==> config.mk <==
export PLATFORM = sky130hd
export DESIGN_NAME = utc_timestamp_difference_top
export DESIGN_NICKNAME = d
export VERILOG_FILES = /design/src/design/utd_pkg.sv /design/src/design/utd_stamp.sv /design/src/design/utd_diff.sv /design/src/design/utc_timestamp_difference_top.sv
export SDC_FILE = /design/constraint.sdc
export NUM_CORES = 2
export LEC_CHECK = 0
export ABC_AREA = 1
export BUFFER_PORTS_ARGS = -buffer_cell sky130_fd_sc_hd__buf_2
export CAP_MARGIN = 5
export CORE_UTILIZATION = 35
export DETAILED_ROUTE_END_ITERATION = 10
export PLACE_DENSITY = 0.5
export SETUP_SLACK_MARGIN = 0.02
export SLEW_MARGIN = 30
export SYNTH_ARGS = -nofsm -noshare
export SYNTH_HDL_FRONTEND = slang
export SYNTH_SLANG_ARGS = --single-unit
==> constraint.sdc <==
create_clock -name clk -period 5.7 [get_ports clk]
set_input_delay 0.57 -clock clk [delete_from_list [all_inputs] [get_ports clk]]
set_output_delay 0.57 -clock clk [all_outputs]
set_load 0.005 [all_outputs]
==> src/design/utd_pkg.sv <==
// Shared types, constants and calendar tables for the timestamp difference block.
package utd_pkg;

  localparam int DAYS_W = 26;
  localparam int TOD_W  = 27;
  localparam int DIFF_W = 48;
  localparam int CFG_W  = 12;
  localparam int CFG_IDX_W = 2;

  localparam logic [CFG_IDX_W-1:0] CFG_MIN_YEAR = 2'd0;
  localparam logic [CFG_IDX_W-1:0] CFG_MAX_YEAR = 2'd1;

  localparam logic [CFG_W-1:0] MIN_YEAR_RST = 12'd1970;
  localparam logic [CFG_W-1:0] MAX_YEAR_RST = 12'd2100;

  // floor(x / 100) = (x * RECIP_100) >> RECIP_SHIFT for x below 199728
  localparam logic [17:0] RECIP_100   = 18'd167773;
  localparam int          RECIP_SHIFT = 24;

  localparam logic [DAYS_W-1:0] DAYS_PER_YEAR = 26'd365;
  localparam logic [TOD_W-1:0]  MS_PER_HOUR   = 27'd3600000;
  localparam logic [TOD_W-1:0]  MS_PER_MIN    = 27'd60000;
  localparam logic [15:0]       MS_PER_MINUTE_LIM = 16'd60000;

  // ms per day = 84375 << 10
  localparam logic signed [17:0] DAY_MS_ODD   = 18'sd84375;
  localparam int                 DAY_MS_SHIFT = 10;

  typedef struct packed {
    logic signed [DAYS_W-1:0] days;
    logic [TOD_W-1:0]         tod;
    logic                     ok;
  } utd_stamp_t;

  // Days before the first of the month; months outside 1..12 give 0.
  function automatic logic [8:0] days_before_month(input logic [3:0] month,
                                                   input logic leap);
    logic [8:0] d;
    case (month)
      4'd1:    d = 9'd0;
      4'd2:    d = 9'd31;
      4'd3:    d = leap ? 9'd60  : 9'd59;
      4'd4:    d = leap ? 9'd91  : 9'd90;
      4'd5:    d = leap ? 9'd121 : 9'd120;
      4'd6:    d = leap ? 9'd152 : 9'd151;
      4'd7:    d = leap ? 9'd182 : 9'd181;
      4'd8:    d = leap ? 9'd213 : 9'd212;
      4'd9:    d = leap ? 9'd244 : 9'd243;
      4'd10:   d = leap ? 9'd274 : 9'd273;
      4'd11:   d = leap ? 9'd305 : 9'd304;
      4'd12:   d = leap ? 9'd335 : 9'd334;
      default: d = 9'd0;
    endcase
    return d;
  endfunction

  function automatic logic [4:0] month_length(input logic [3:0] month,
                                              input logic leap);
    logic [4:0] n;
    case (month)
      4'd2:                     n = leap ? 5'd29 : 5'd28;
      4'd4, 4'd6, 4'd9, 4'd11:  n = 5'd30;
      default:                  n = 5'd31;
    endcase
    return n;
  endfunction

endpackage

==> src/design/utd_stamp.sv <==
// Three-stage conversion of one calendar stamp into day count, time of day and validity.
module utd_stamp #(
  parameter int YEAR_BITS = 12
) (
  input  logic                      clk,
  input  logic                      rst,
  input  logic                      in_vld,
  input  logic [YEAR_BITS-1:0]      year,
  input  logic [3:0]                month,
  input  logic [4:0]                day,
  input  logic [4:0]                hour,
  input  logic [5:0]                minute,
  input  logic [15:0]               millis,
  input  logic [utd_pkg::CFG_W-1:0] min_year,
  input  logic [utd_pkg::CFG_W-1:0] max_year,
  output logic                      res_vld,
  output utd_pkg::utd_stamp_t       res
);

  localparam int PROD_W = YEAR_BITS + 19;
  localparam int Q_W    = YEAR_BITS - 5;
  localparam int CMP_W  = (YEAR_BITS > utd_pkg::CFG_W) ? YEAR_BITS : utd_pkg::CFG_W;
  localparam int DW     = utd_pkg::DAYS_W;
  localparam int TW     = utd_pkg::TOD_W;

  // stage 1
  logic                 vld1;
  logic [PROD_W-1:0]    prod1;
  logic [YEAR_BITS-1:0] year1;
  logic [3:0]           month1;
  logic [4:0]           day1;
  logic [4:0]           hour1;
  logic [5:0]           minute1;
  logic [15:0]          millis1;
  logic [TW-1:0]        hr_ms1;
  logic [TW-1:0]        min_ms1;

  logic [YEAR_BITS:0]   yp99;
  logic [PROD_W-1:0]    prod_next;

  // stage 2
  logic                 vld2;
  logic [Q_W-1:0]       q2;
  logic signed [9:0]    yday2;
  logic [DW-1:0]        base2;
  logic [TW-1:0]        tod2;
  logic                 ok2;

  logic [Q_W-1:0]       q1;
  logic [YEAR_BITS+1:0] q100;
  logic                 div100;
  logic                 leap;
  logic [8:0]           md;
  logic [4:0]           dim;
  logic                 month_ok;
  logic [YEAR_BITS:0]   y3;
  logic [CMP_W-1:0]     yc;
  logic                 ok_next;
  logic signed [9:0]    yday_next;
  logic [DW-1:0]        base_next;

  // stage 3
  logic [Q_W:0]         q2p3;
  logic [DW-1:0]        days_next;

  assign yp99      = {1'b0, year} + (YEAR_BITS+1)'(99);
  assign prod_next = PROD_W'(yp99) * PROD_W'(utd_pkg::RECIP_100);

  always_ff @(posedge clk) begin
    if (rst) begin
      vld1 <= 1'b0;
    end else begin
      vld1 <= in_vld;
    end
    prod1   <= prod_next;
    year1   <= year;
    month1  <= month;
    day1    <= day;
    hour1   <= hour;
    minute1 <= minute;
    millis1 <= millis;
    hr_ms1  <= TW'(hour) * utd_pkg::MS_PER_HOUR;
    min_ms1 <= TW'(minute) * utd_pkg::MS_PER_MIN;
  end

  // q1 = ceil(year / 100); year is a multiple of 100 when 100 * q1 lands on it
  always_comb begin
    q1       = prod1[utd_pkg::RECIP_SHIFT +: Q_W];
    q100     = (YEAR_BITS+2)'(q1) * (YEAR_BITS+2)'(100);
    div100   = (q100 == {2'b00, year1});
    leap     = div100 ? (year1[3:0] == 4'd0) : (year1[1:0] == 2'd0);
    month_ok = month1 inside {[4'd1:4'd12]};
    md       = month_ok ? utd_pkg::days_before_month(month1, leap) : 9'd0;
    dim      = utd_pkg::month_length(month1, leap);
    yc       = CMP_W'(year1);
    ok_next  = (yc >= CMP_W'(min_year)) && (yc <= CMP_W'(max_year)) && month_ok &&
               (day1 != 5'd0) && (day1 <= dim) && (hour1 < 5'd24) &&
               (minute1 < 6'd60) && (millis1 < utd_pkg::MS_PER_MINUTE_LIM);
    yday_next = $signed({1'b0, md}) + $signed({5'b00000, day1}) - 10'sd1;
    y3        = {1'b0, year1} + (YEAR_BITS+1)'(3);
    base_next = DW'(year1) * utd_pkg::DAYS_PER_YEAR + DW'(y3[YEAR_BITS:2]);
  end

  always_ff @(posedge clk) begin
    if (rst) begin
      vld2 <= 1'b0;
    end else begin
      vld2 <= vld1;
    end
    q2    <= q1;
    yday2 <= yday_next;
    base2 <= base_next;
    tod2  <= hr_ms1 + min_ms1 + TW'(millis1);
    ok2   <= ok_next;
  end

  assign q2p3      = {1'b0, q2} + (Q_W+1)'(3);
  assign days_next = base2 - DW'(q2) + DW'(q2p3[Q_W:2]) + DW'(yday2);

  always_ff @(posedge clk) begin
    if (rst) begin
      res_vld <= 1'b0;
    end else begin
      res_vld <= vld2;
    end
    res.days <= days_next;
    res.tod  <= tod2;
    res.ok   <= ok2;
  end

endmodule

==> src/design/utd_diff.sv <==
// Three-stage subtraction and scaling of two converted stamps into milliseconds.
module utd_diff (
  input  logic                              clk,
  input  logic                              rst,
  input  logic                              vld_a,
  input  logic                              vld_b,
  input  utd_pkg::utd_stamp_t               in_a,
  input  utd_pkg::utd_stamp_t               in_b,
  output logic                              done,
  output logic signed [utd_pkg::DIFF_W-1:0] difference_ms,
  output logic                              a_valid,
  output logic                              b_valid
);

  localparam int DW = utd_pkg::DAYS_W;
  localparam int TW = utd_pkg::TOD_W;
  localparam int PW = DW + 1 + 18;
  localparam int OW = utd_pkg::DIFF_W;
  localparam int SH = utd_pkg::DAY_MS_SHIFT;

  logic                 in_vld;
  logic                 vld4;
  logic signed [DW:0]   dd4;
  logic signed [TW:0]   td4;
  logic                 ok_a4;
  logic                 ok_b4;

  logic                 vld5;
  logic signed [PW-1:0] prod5;
  logic signed [TW:0]   td5;
  logic                 ok_a5;
  logic                 ok_b5;

  logic [OW-1:0]        diff_next;

  assign in_vld = vld_a & vld_b;

  always_ff @(posedge clk) begin
    if (rst) begin
      vld4 <= 1'b0;
    end else begin
      vld4 <= in_vld;
    end
    dd4   <= {in_a.days[DW-1], in_a.days} - {in_b.days[DW-1], in_b.days};
    td4   <= $signed({1'b0, in_a.tod}) - $signed({1'b0, in_b.tod});
    ok_a4 <= in_a.ok;
    ok_b4 <= in_b.ok;
  end

  always_ff @(posedge clk) begin
    if (rst) begin
      vld5 <= 1'b0;
    end else begin
      vld5 <= vld4;
    end
    prod5 <= dd4 * utd_pkg::DAY_MS_ODD;
    td5   <= td4;
    ok_a5 <= ok_a4;
    ok_b5 <= ok_b4;
  end

  // days * 84375, shifted by 10, plus the time-of-day difference
  assign diff_next = {prod5[OW-SH-1:0], {SH{1'b0}}} + OW'(td5);

  always_ff @(posedge clk) begin
    if (rst) begin
      done <= 1'b0;
    end else begin
      done <= vld5;
    end
    difference_ms <= diff_next;
    a_valid       <= ok_a5;
    b_valid       <= ok_b5;
  end

  a_stamps_aligned: assert property (@(posedge clk) disable iff (rst)
    vld_a == vld_b)
    else $error("stamp pipelines out of step");

  a_done_follows: assert property (@(posedge clk) disable iff (rst)
    done |-> $past(in_vld, 3))
    else $error("result strobe without a matching word");

  a_zero_span: assert property (@(posedge clk) disable iff (rst)
    $past(vld4 && dd4 == '0 && td4 == '0, 2) |-> (done && difference_ms == '0))
    else $error("equal stamps gave a nonzero difference");

endmodule

==> src/design/utc_timestamp_difference_top.sv <==
// Top level of the calendar timestamp difference block.
//
// Usage: drive the two stamps (a and b) on the input ports and pulse start;
// a word is taken at each clock edge with start high and busy low. The block
// returns a minus b in milliseconds together with one validity flag per
// stamp, checked against the field ranges, the month length and the year
// window in min_year / max_year.
// The done strobe rises once the word has passed the stamp stages and the
// combining stages below, and each result is shown with it for exactly one
// cycle. A new word may be started in every cycle while busy is low: three
// stages convert each stamp (reciprocal multiply for the century terms,
// table lookup, day sum) and three combine them (subtract, scale by the day
// length, add time of day).
// The configuration channel (cfg_valid / cfg_ready, cfg_index, cfg_data)
// writes min_year (index 0) or max_year (index 1); it is always ready.
// Reset loads 1970 and 2100 into the year window and empties the pipeline;
// busy is high for the cycle after reset. The receiver cannot stall: done
// is a strobe and each result is shown once.
module utc_timestamp_difference_top #(
  parameter int YEAR_BITS = 12
) (
  input  logic                                   clk,
  input  logic                                   rst,
  input  logic                                   start,
  output logic                                   busy,
  input  logic [YEAR_BITS-1:0]                   year_a,
  input  logic [3:0]                             month_a,
  input  logic [4:0]                             day_a,
  input  logic [4:0]                             hour_a,
  input  logic [5:0]                             minute_a,
  input  logic [15:0]                            millis_a,
  input  logic [YEAR_BITS-1:0]                   year_b,
  input  logic [3:0]                             month_b,
  input  logic [4:0]                             day_b,
  input  logic [4:0]                             hour_b,
  input  logic [5:0]                             minute_b,
  input  logic [15:0]                            millis_b,
  input  logic                                   cfg_valid,
  output logic                                   cfg_ready,
  input  logic [utd_pkg::CFG_IDX_W-1:0]          cfg_index,
  input  logic [utd_pkg::CFG_W-1:0]              cfg_data,
  output logic                                   done,
  output logic signed [utd_pkg::DIFF_W-1:0]      difference_ms,
  output logic                                   a_valid,
  output logic                                   b_valid
);

  logic                        accept;
  logic [utd_pkg::CFG_W-1:0]   min_year;
  logic [utd_pkg::CFG_W-1:0]   max_year;
  logic                        vld_a;
  logic                        vld_b;
  utd_pkg::utd_stamp_t         res_a;
  utd_pkg::utd_stamp_t         res_b;

  assign accept    = start & ~busy;
  assign cfg_ready = 1'b1;

  always_ff @(posedge clk) begin
    if (rst) begin
      busy <= 1'b1;
    end else begin
      busy <= 1'b0;
    end
  end

  always_ff @(posedge clk) begin
    if (rst) begin
      min_year <= utd_pkg::MIN_YEAR_RST;
      max_year <= utd_pkg::MAX_YEAR_RST;
    end else if (cfg_valid && cfg_ready) begin
      case (cfg_index)
        utd_pkg::CFG_MIN_YEAR: min_year <= cfg_data;
        utd_pkg::CFG_MAX_YEAR: max_year <= cfg_data;
        default: ;
      endcase
    end
  end

  utd_stamp #(.YEAR_BITS(YEAR_BITS)) u_stamp_a (
    .clk      (clk),
    .rst      (rst),
    .in_vld   (accept),
    .year     (year_a),
    .month    (month_a),
    .day      (day_a),
    .hour     (hour_a),
    .minute   (minute_a),
    .millis   (millis_a),
    .min_year (min_year),
    .max_year (max_year),
    .res_vld  (vld_a),
    .res      (res_a)
  );

  utd_stamp #(.YEAR_BITS(YEAR_BITS)) u_stamp_b (
    .clk      (clk),
    .rst      (rst),
    .in_vld   (accept),
    .year     (year_b),
    .month    (month_b),
    .day      (day_b),
    .hour     (hour_b),
    .minute   (minute_b),
    .millis   (millis_b),
    .min_year (min_year),
    .max_year (max_year),
    .res_vld  (vld_b),
    .res      (res_b)
  );

  utd_diff u_diff (
    .clk           (clk),
    .rst           (rst),
    .vld_a         (vld_a),
    .vld_b         (vld_b),
    .in_a          (res_a),
    .in_b          (res_b),
    .done          (done),
    .difference_ms (difference_ms),
    .a_valid       (a_valid),
    .b_valid       (b_valid)
  );

endmodule

Yosys cells after proc, flatten, opt, wreduce, memory -nomap -nowiden. Index checks and enable logic that the tools add are counted.

Flip-flop bits (word level): 688. Input bits: 114. Output and inout bits: 53. Logic and storage cells: 191.

Add/subtract/negate cells: 25. $mul: 11. $lt $le $gt $ge: 16. Equality and inequality tests: 25. Mux-type cells: 31. Bitwise gates (word level): 2. Reductions and logical operators: 27.

Operator list (count): $pmux 9 s11 (2); $mul 13x18->31 const B (2); $add 27x16->27 (2); $add 27x22->27 (2); $add 26x26->26 (2); $add 26x6->26 (2); $sub 26x7->26 (2); $add 48x48->48 (1); $add 21x11->22 (2); $mul 12x9->21 const B (2); $eq 4x4->1 const B (10); $mul 5x15->20 const B (2); $mul 27x18->38 const B (1); $mul 6x11->17 const B (2); $eq 4x3->1 const B (8); $lt 16x16->1 const B (2); $eq 14x12->1 (2); $sub 27x27->28 (1); $sub 26x26->27 (1); $add 12x2->13 const B (2); $add 12x7->13 const B (2); $ge 12x12->1 (2); $le 12x12->1 (2); $mul 7x5->12 const B (2); other kinds (24) (79).

Depth between registers and ports, before layout.
Depth in word-level cells: 10. Depth in mapped cells: 33. Gate-level depth less buffers: 32.

Hierarchy. From an unflattened synthesis, not the netlist that was laid out.

Cells, all modules: 7065. Area total of the unflattened synthesis: 57919.3 sq um.

Modules (own cells, without submodules): utd_stamp at u_stamp_b (instances 1, cells an instance 2233, area an instance 19319.8 sq um, sequential area each 4204.0 sq um); utd_stamp at u_stamp_a (instances 1, cells an instance 2158, area an instance 19048.3 sq um, sequential area each 4204.0 sq um); utd_diff (instances 1, cells an instance 2535, area an instance 18545.3 sq um, sequential area each 3563.4 sq um); utc_timestamp_difference_top (instances 1, cells an instance 139, area an instance 1006.0 sq um, sequential area each 500.5 sq um).

Worst setup path before layout. No wires, ideal clock.

Path type: input -> register. Start: input year_b[0]. End: register u_stamp_b.prod1[29]. Library setup time: 0.112 ns. Arrival time: 5.804 ns. Data required time: 5.588 ns. Setup slack: -0.216 ns. Stages on the path: 25. Path buffers: 0. Cell sequence: inv_1 > ha_1 > nor2_1 > nand2_1 > nand2_1 > nor2_1 > nor4_1 > nand2_1 > nor2_1 > inv_1 > fa_1 > inv_1 > fa_1 > fa_1 > inv_1 > fa_1 > fa_1 > ha_1 > a21o_1 > a31oi_1 > o21bai_1 > a221oi_1 > nand2_1 > nand2_1 > nand2_1.

Word-level cells in the longest chain between the ends: 2.

RTL lines: start: declaration (RTL line utc_timestamp_difference_top.sv:32) `input logic [YEAR_BITS-1:0] year_b,`; $add 12x7->13 (RTL line utd_stamp.sv:66) `assign yp99 = {1'b0, year} + (YEAR_BITS+1)'(99);`; $mul 13x18->31 (RTL line utd_stamp.sv:67) `assign prod_next = PROD_W'(yp99) * PROD_W'(utd_pkg::RECIP_100);`; net u_stamp_b.prod_next[29] (RTL line utd_stamp.sv:39) `logic [PROD_W-1:0] prod_next;`; end signal: assignment (RTL line utd_stamp.sv:75) `prod1 <= prod_next;`; end: declaration (RTL line utd_stamp.sv:28) `logic [PROD_W-1:0] prod1;`.

The timed path passes the listed nets, and every way through them passes these cells. A chain may end at the register's enable or synchronous reset.

Worst setup path after layout.
Start: input year_b[9]. End: register u_stamp_b.prod1[27].

The elaborated chain is that of the path after synthesis.

==> metrics.md <==
| Metric | Value |
|---|---|
| Worst Hold Class | input pin to register |
| Most frequent cells in the layout | inv_1 (1494), ha_1 (1004), nand2_1 (791) |
| GRT Residual Overflow | 0 |
| Distinct cells, synth | 61 |
| DR iter-0 viols | roughly 1900 |
| Detailed placement HPWL | 115 mm |
| Pre-CTS WS | -0.460 ns |
| Clk_skew | 0.0551 ns |
| Global-route wire length before repair | 216 mm |
| Post-route cell area | 63400 µm² |
| Worst-Skew Late Latency | 0.70 ns |
| Crit path max fanout | 4 |
| Placeable Area | roughly 160000 µm² |
| GR Util All Layers | 0.169 |
| Top cells by area, synth | ha_1 (23%), dfxtp_1 (22%), fa_1 (19%) |
| Worst Path Arrival | 6.00 ns |
| Synth-to-Final Area Change | 14.5% |
| Nets | 8407 |
| DP Cell Count | 8690 |
| Clock tree buffer depth | 3 |
| Most common cell after layout, fill and taps aside | inv_1 |
| Via density | around 4.5 |
| FF-to-FF setup slack | 0.51 ns |
| Fmax achieved | roughly 180 MHz |
| Critical path required time | 6.26 ns |
| DR pass1 iterations | 7 |
| Multi-input logic area | about 37000 µm² |
| TNS Setup | 0 ns |
| Initial antenna violation count | 19 |
| Die width | 400 µm |
| Cell row count | roughly 150 |
| Unrepaired setup endpoints after global routing | true |
| MaxCap Viol Count | 0 |
| DRC viols | 0 |
| Post-Route WL | 133 mm |
| Register Area | 12500 µm² |
| Period utilization | 0.955 |
| Final hold violations | 0 |
| # fillers | 15900 |
| H-Tree Depth | 3 |
| Synthesized cell area | 55400 µm² |
| Seq/Total Area, Yosys | 0.225 |
| Clock slew at reported path FFs | 0.06 ns |
| Ys Warns | 0 |
| Vias | about 40000 |
| Share of layout cells above drive strength 1 | 0.0867 |
| Worst-margin pin slew | 0.910 ns |
| Io pins | around 170 |
| Post-DRT Antenna Nets | 0 |
| Die area | between 150000 and 200000 µm² |
| Syn Nets | 7965 |
| Fin crit period | 5.44 ns |
| FFs w/ async S/R, synth | 0 |
| Post-synth EDFFs | 0 |
| CP Launch Type | input pin |
| Wire per inst | 14.9 µm |
| WS Path Type | input pin to register |
| Share of the synthesized area in the top cell type | 0.228 |
| Yosys top cell by area | ha_1 |
| Num CTS Buffers | 77 |
| IO buf count | about 170 |
| Status | completed |
| Vias in the first global route | around 41000 |
| Most used DFF post-synth | dfxtp_1 |
| Slew Viols, Final | 0 |
| Post-synthesis register bit count | 622 |
| CTS tree | built |
| Placed inst area | 60000 µm² |
| Sink Count | 622 |
| Starting Density | 0.353 |
| Post-route setup slack | 0.258 ns |
| Syn Area/Cell | just under 9 µm² |
| Chip height | approximately 400 µm |
| Setup violations, final | 0 |
| Non-Filler Instances | 8894 |
| Largest net degree at the start of global routing | 26 |
| Worst setup EP type | register |
| Root Buffer | clkbuf_16 |
| Syn Inst Count | around 6300 |
| Gp weighted congestion | 0.868 |
| Max-slew headroom | 0.393 |
[registers in the layout (all words and copies together), names as in the netlist, 10 cells and up]
signal	count
u_stamp_b.base2	22
u_stamp_a.res	54
u_stamp_a.base2	22
u_stamp_b.hr_ms1	18
u_stamp_b.millis1	16
u_stamp_a.millis1	16
u_stamp_a.yday2	10
u_diff.difference_ms	48
u_stamp_a.min_ms1	16
u_stamp_b.min_ms1	16
u_stamp_b.tod2	27
u_diff.td4	28
max_year	12
u_stamp_b.yc	12
u_stamp_a.yc	12
u_diff.dd4	27
u_stamp_b.yday2	10
u_stamp_a.tod2	27
u_stamp_b.res	54
min_year	12
u_diff.prod5	38
u_diff.td5	28
u_stamp_a.hr_ms1	18
[routing by layer]
layer / part of all wire / vias up / global-route usage / routed length [µm]
met1: 0.50 / 18600 / 0.238 / 66200
met5: 0.00060 / - / 0 / 80
met4: 0.024 / 14 / 0.0496 / 3140
met2: 0.44 / 557 / 0.266 / 58100
li1: - / 21000 / - / -
met3: 0.039 / 151 / 0.0241 / 5220
[cells in the mapped netlist, drive strengths merged (54+ instances only)]
library cell / instances
a21oi: 408
dfxtp: 622
fa: 519
ha: 1011
inv: 1503
nand2: 799
nand3: 197
nand4: 57
nor2: 325
nor3: 54
o21ai: 205
xnor2: 90
xor2: 255
[what timing repair did]
action | CTS | global route
endpoints found under the setup margin | 0 | 13
resized for setup | 0 | 41
endpoints found under the hold margin | 48 | 0
hold buffers | 48 | 0
buffers inserted | 0 | 4
[through the flow]
| step | hold WS [ns] | utilization |
|---|---|---|
| global placement | 0.310 | 0.382 |
| finish | 0.0498 | 0.405 |
| floorplan | 0.310 | - |
| CTS | 0.000258 | 0.403 |
| global route | 0.0246 | 0.405 |
| detailed placement | 0.312 | 0.382 |
[layout make-up]
class,count,area share
sequential,622,0.196
clock inverter,40,0.00949
multi-input combinational,4188,0.591
timing repair buffer,371,0.0393
inverter,1503,0.0890
tap,2058,0.0406
antenna,10,0.000395
clock buffer,102,0.0338
[cell families (layout without fill, tap and decap cells)]
family | after synthesis | after routing | synth area share
flops | 622 | 622 | 0.225
other cells | 1 | 11 | 0.0000677
compound gates | 836 | 836 | 0.0886
xor+xnor | 346 | 346 | 0.0549
buf+inv | 1511 | 2016 | 0.103
simple gates | 1475 | 1475 | 0.113
fa+ha+maj | 1530 | 1530 | 0.416
[worst max-delay path, cell delays in order]
cell           delay, ns
dlygate4sd3_1       0.52
buf_2               0.10
inv_1               0.07
nor4_2              0.35
xor2_1              0.25
inv_2               0.09
fa_1                0.60
inv_2               0.07
buf_4               0.13
fa_1                0.49
inv_1               0.05
fa_1                0.48
fa_2                0.38
fa_1                0.52
ha_4                0.29
nand2_1             0.08
nor2_2              0.15
inv_2               0.08
nor3_4              0.18
nand2_1             0.08
o21bai_1            0.17
nand3_1             0.11
xor2_1              0.17
[final timing paths]
check,cells after the start,from,endpoint
max,23,year_b[9],u_stamp_b.prod1[27]
min reg2reg,0,u_stamp_a.tod2[3],u_stamp_a.res[4]
max reg2reg,28,u_stamp_b.prod1[27],u_stamp_b.yday2[9]
min,1,year_b[7],u_stamp_b.yc[7]
Power is left out: the tool's default activity adds up to more than one toggle a clock period on the data nets, which glitch-free logic cannot reach.
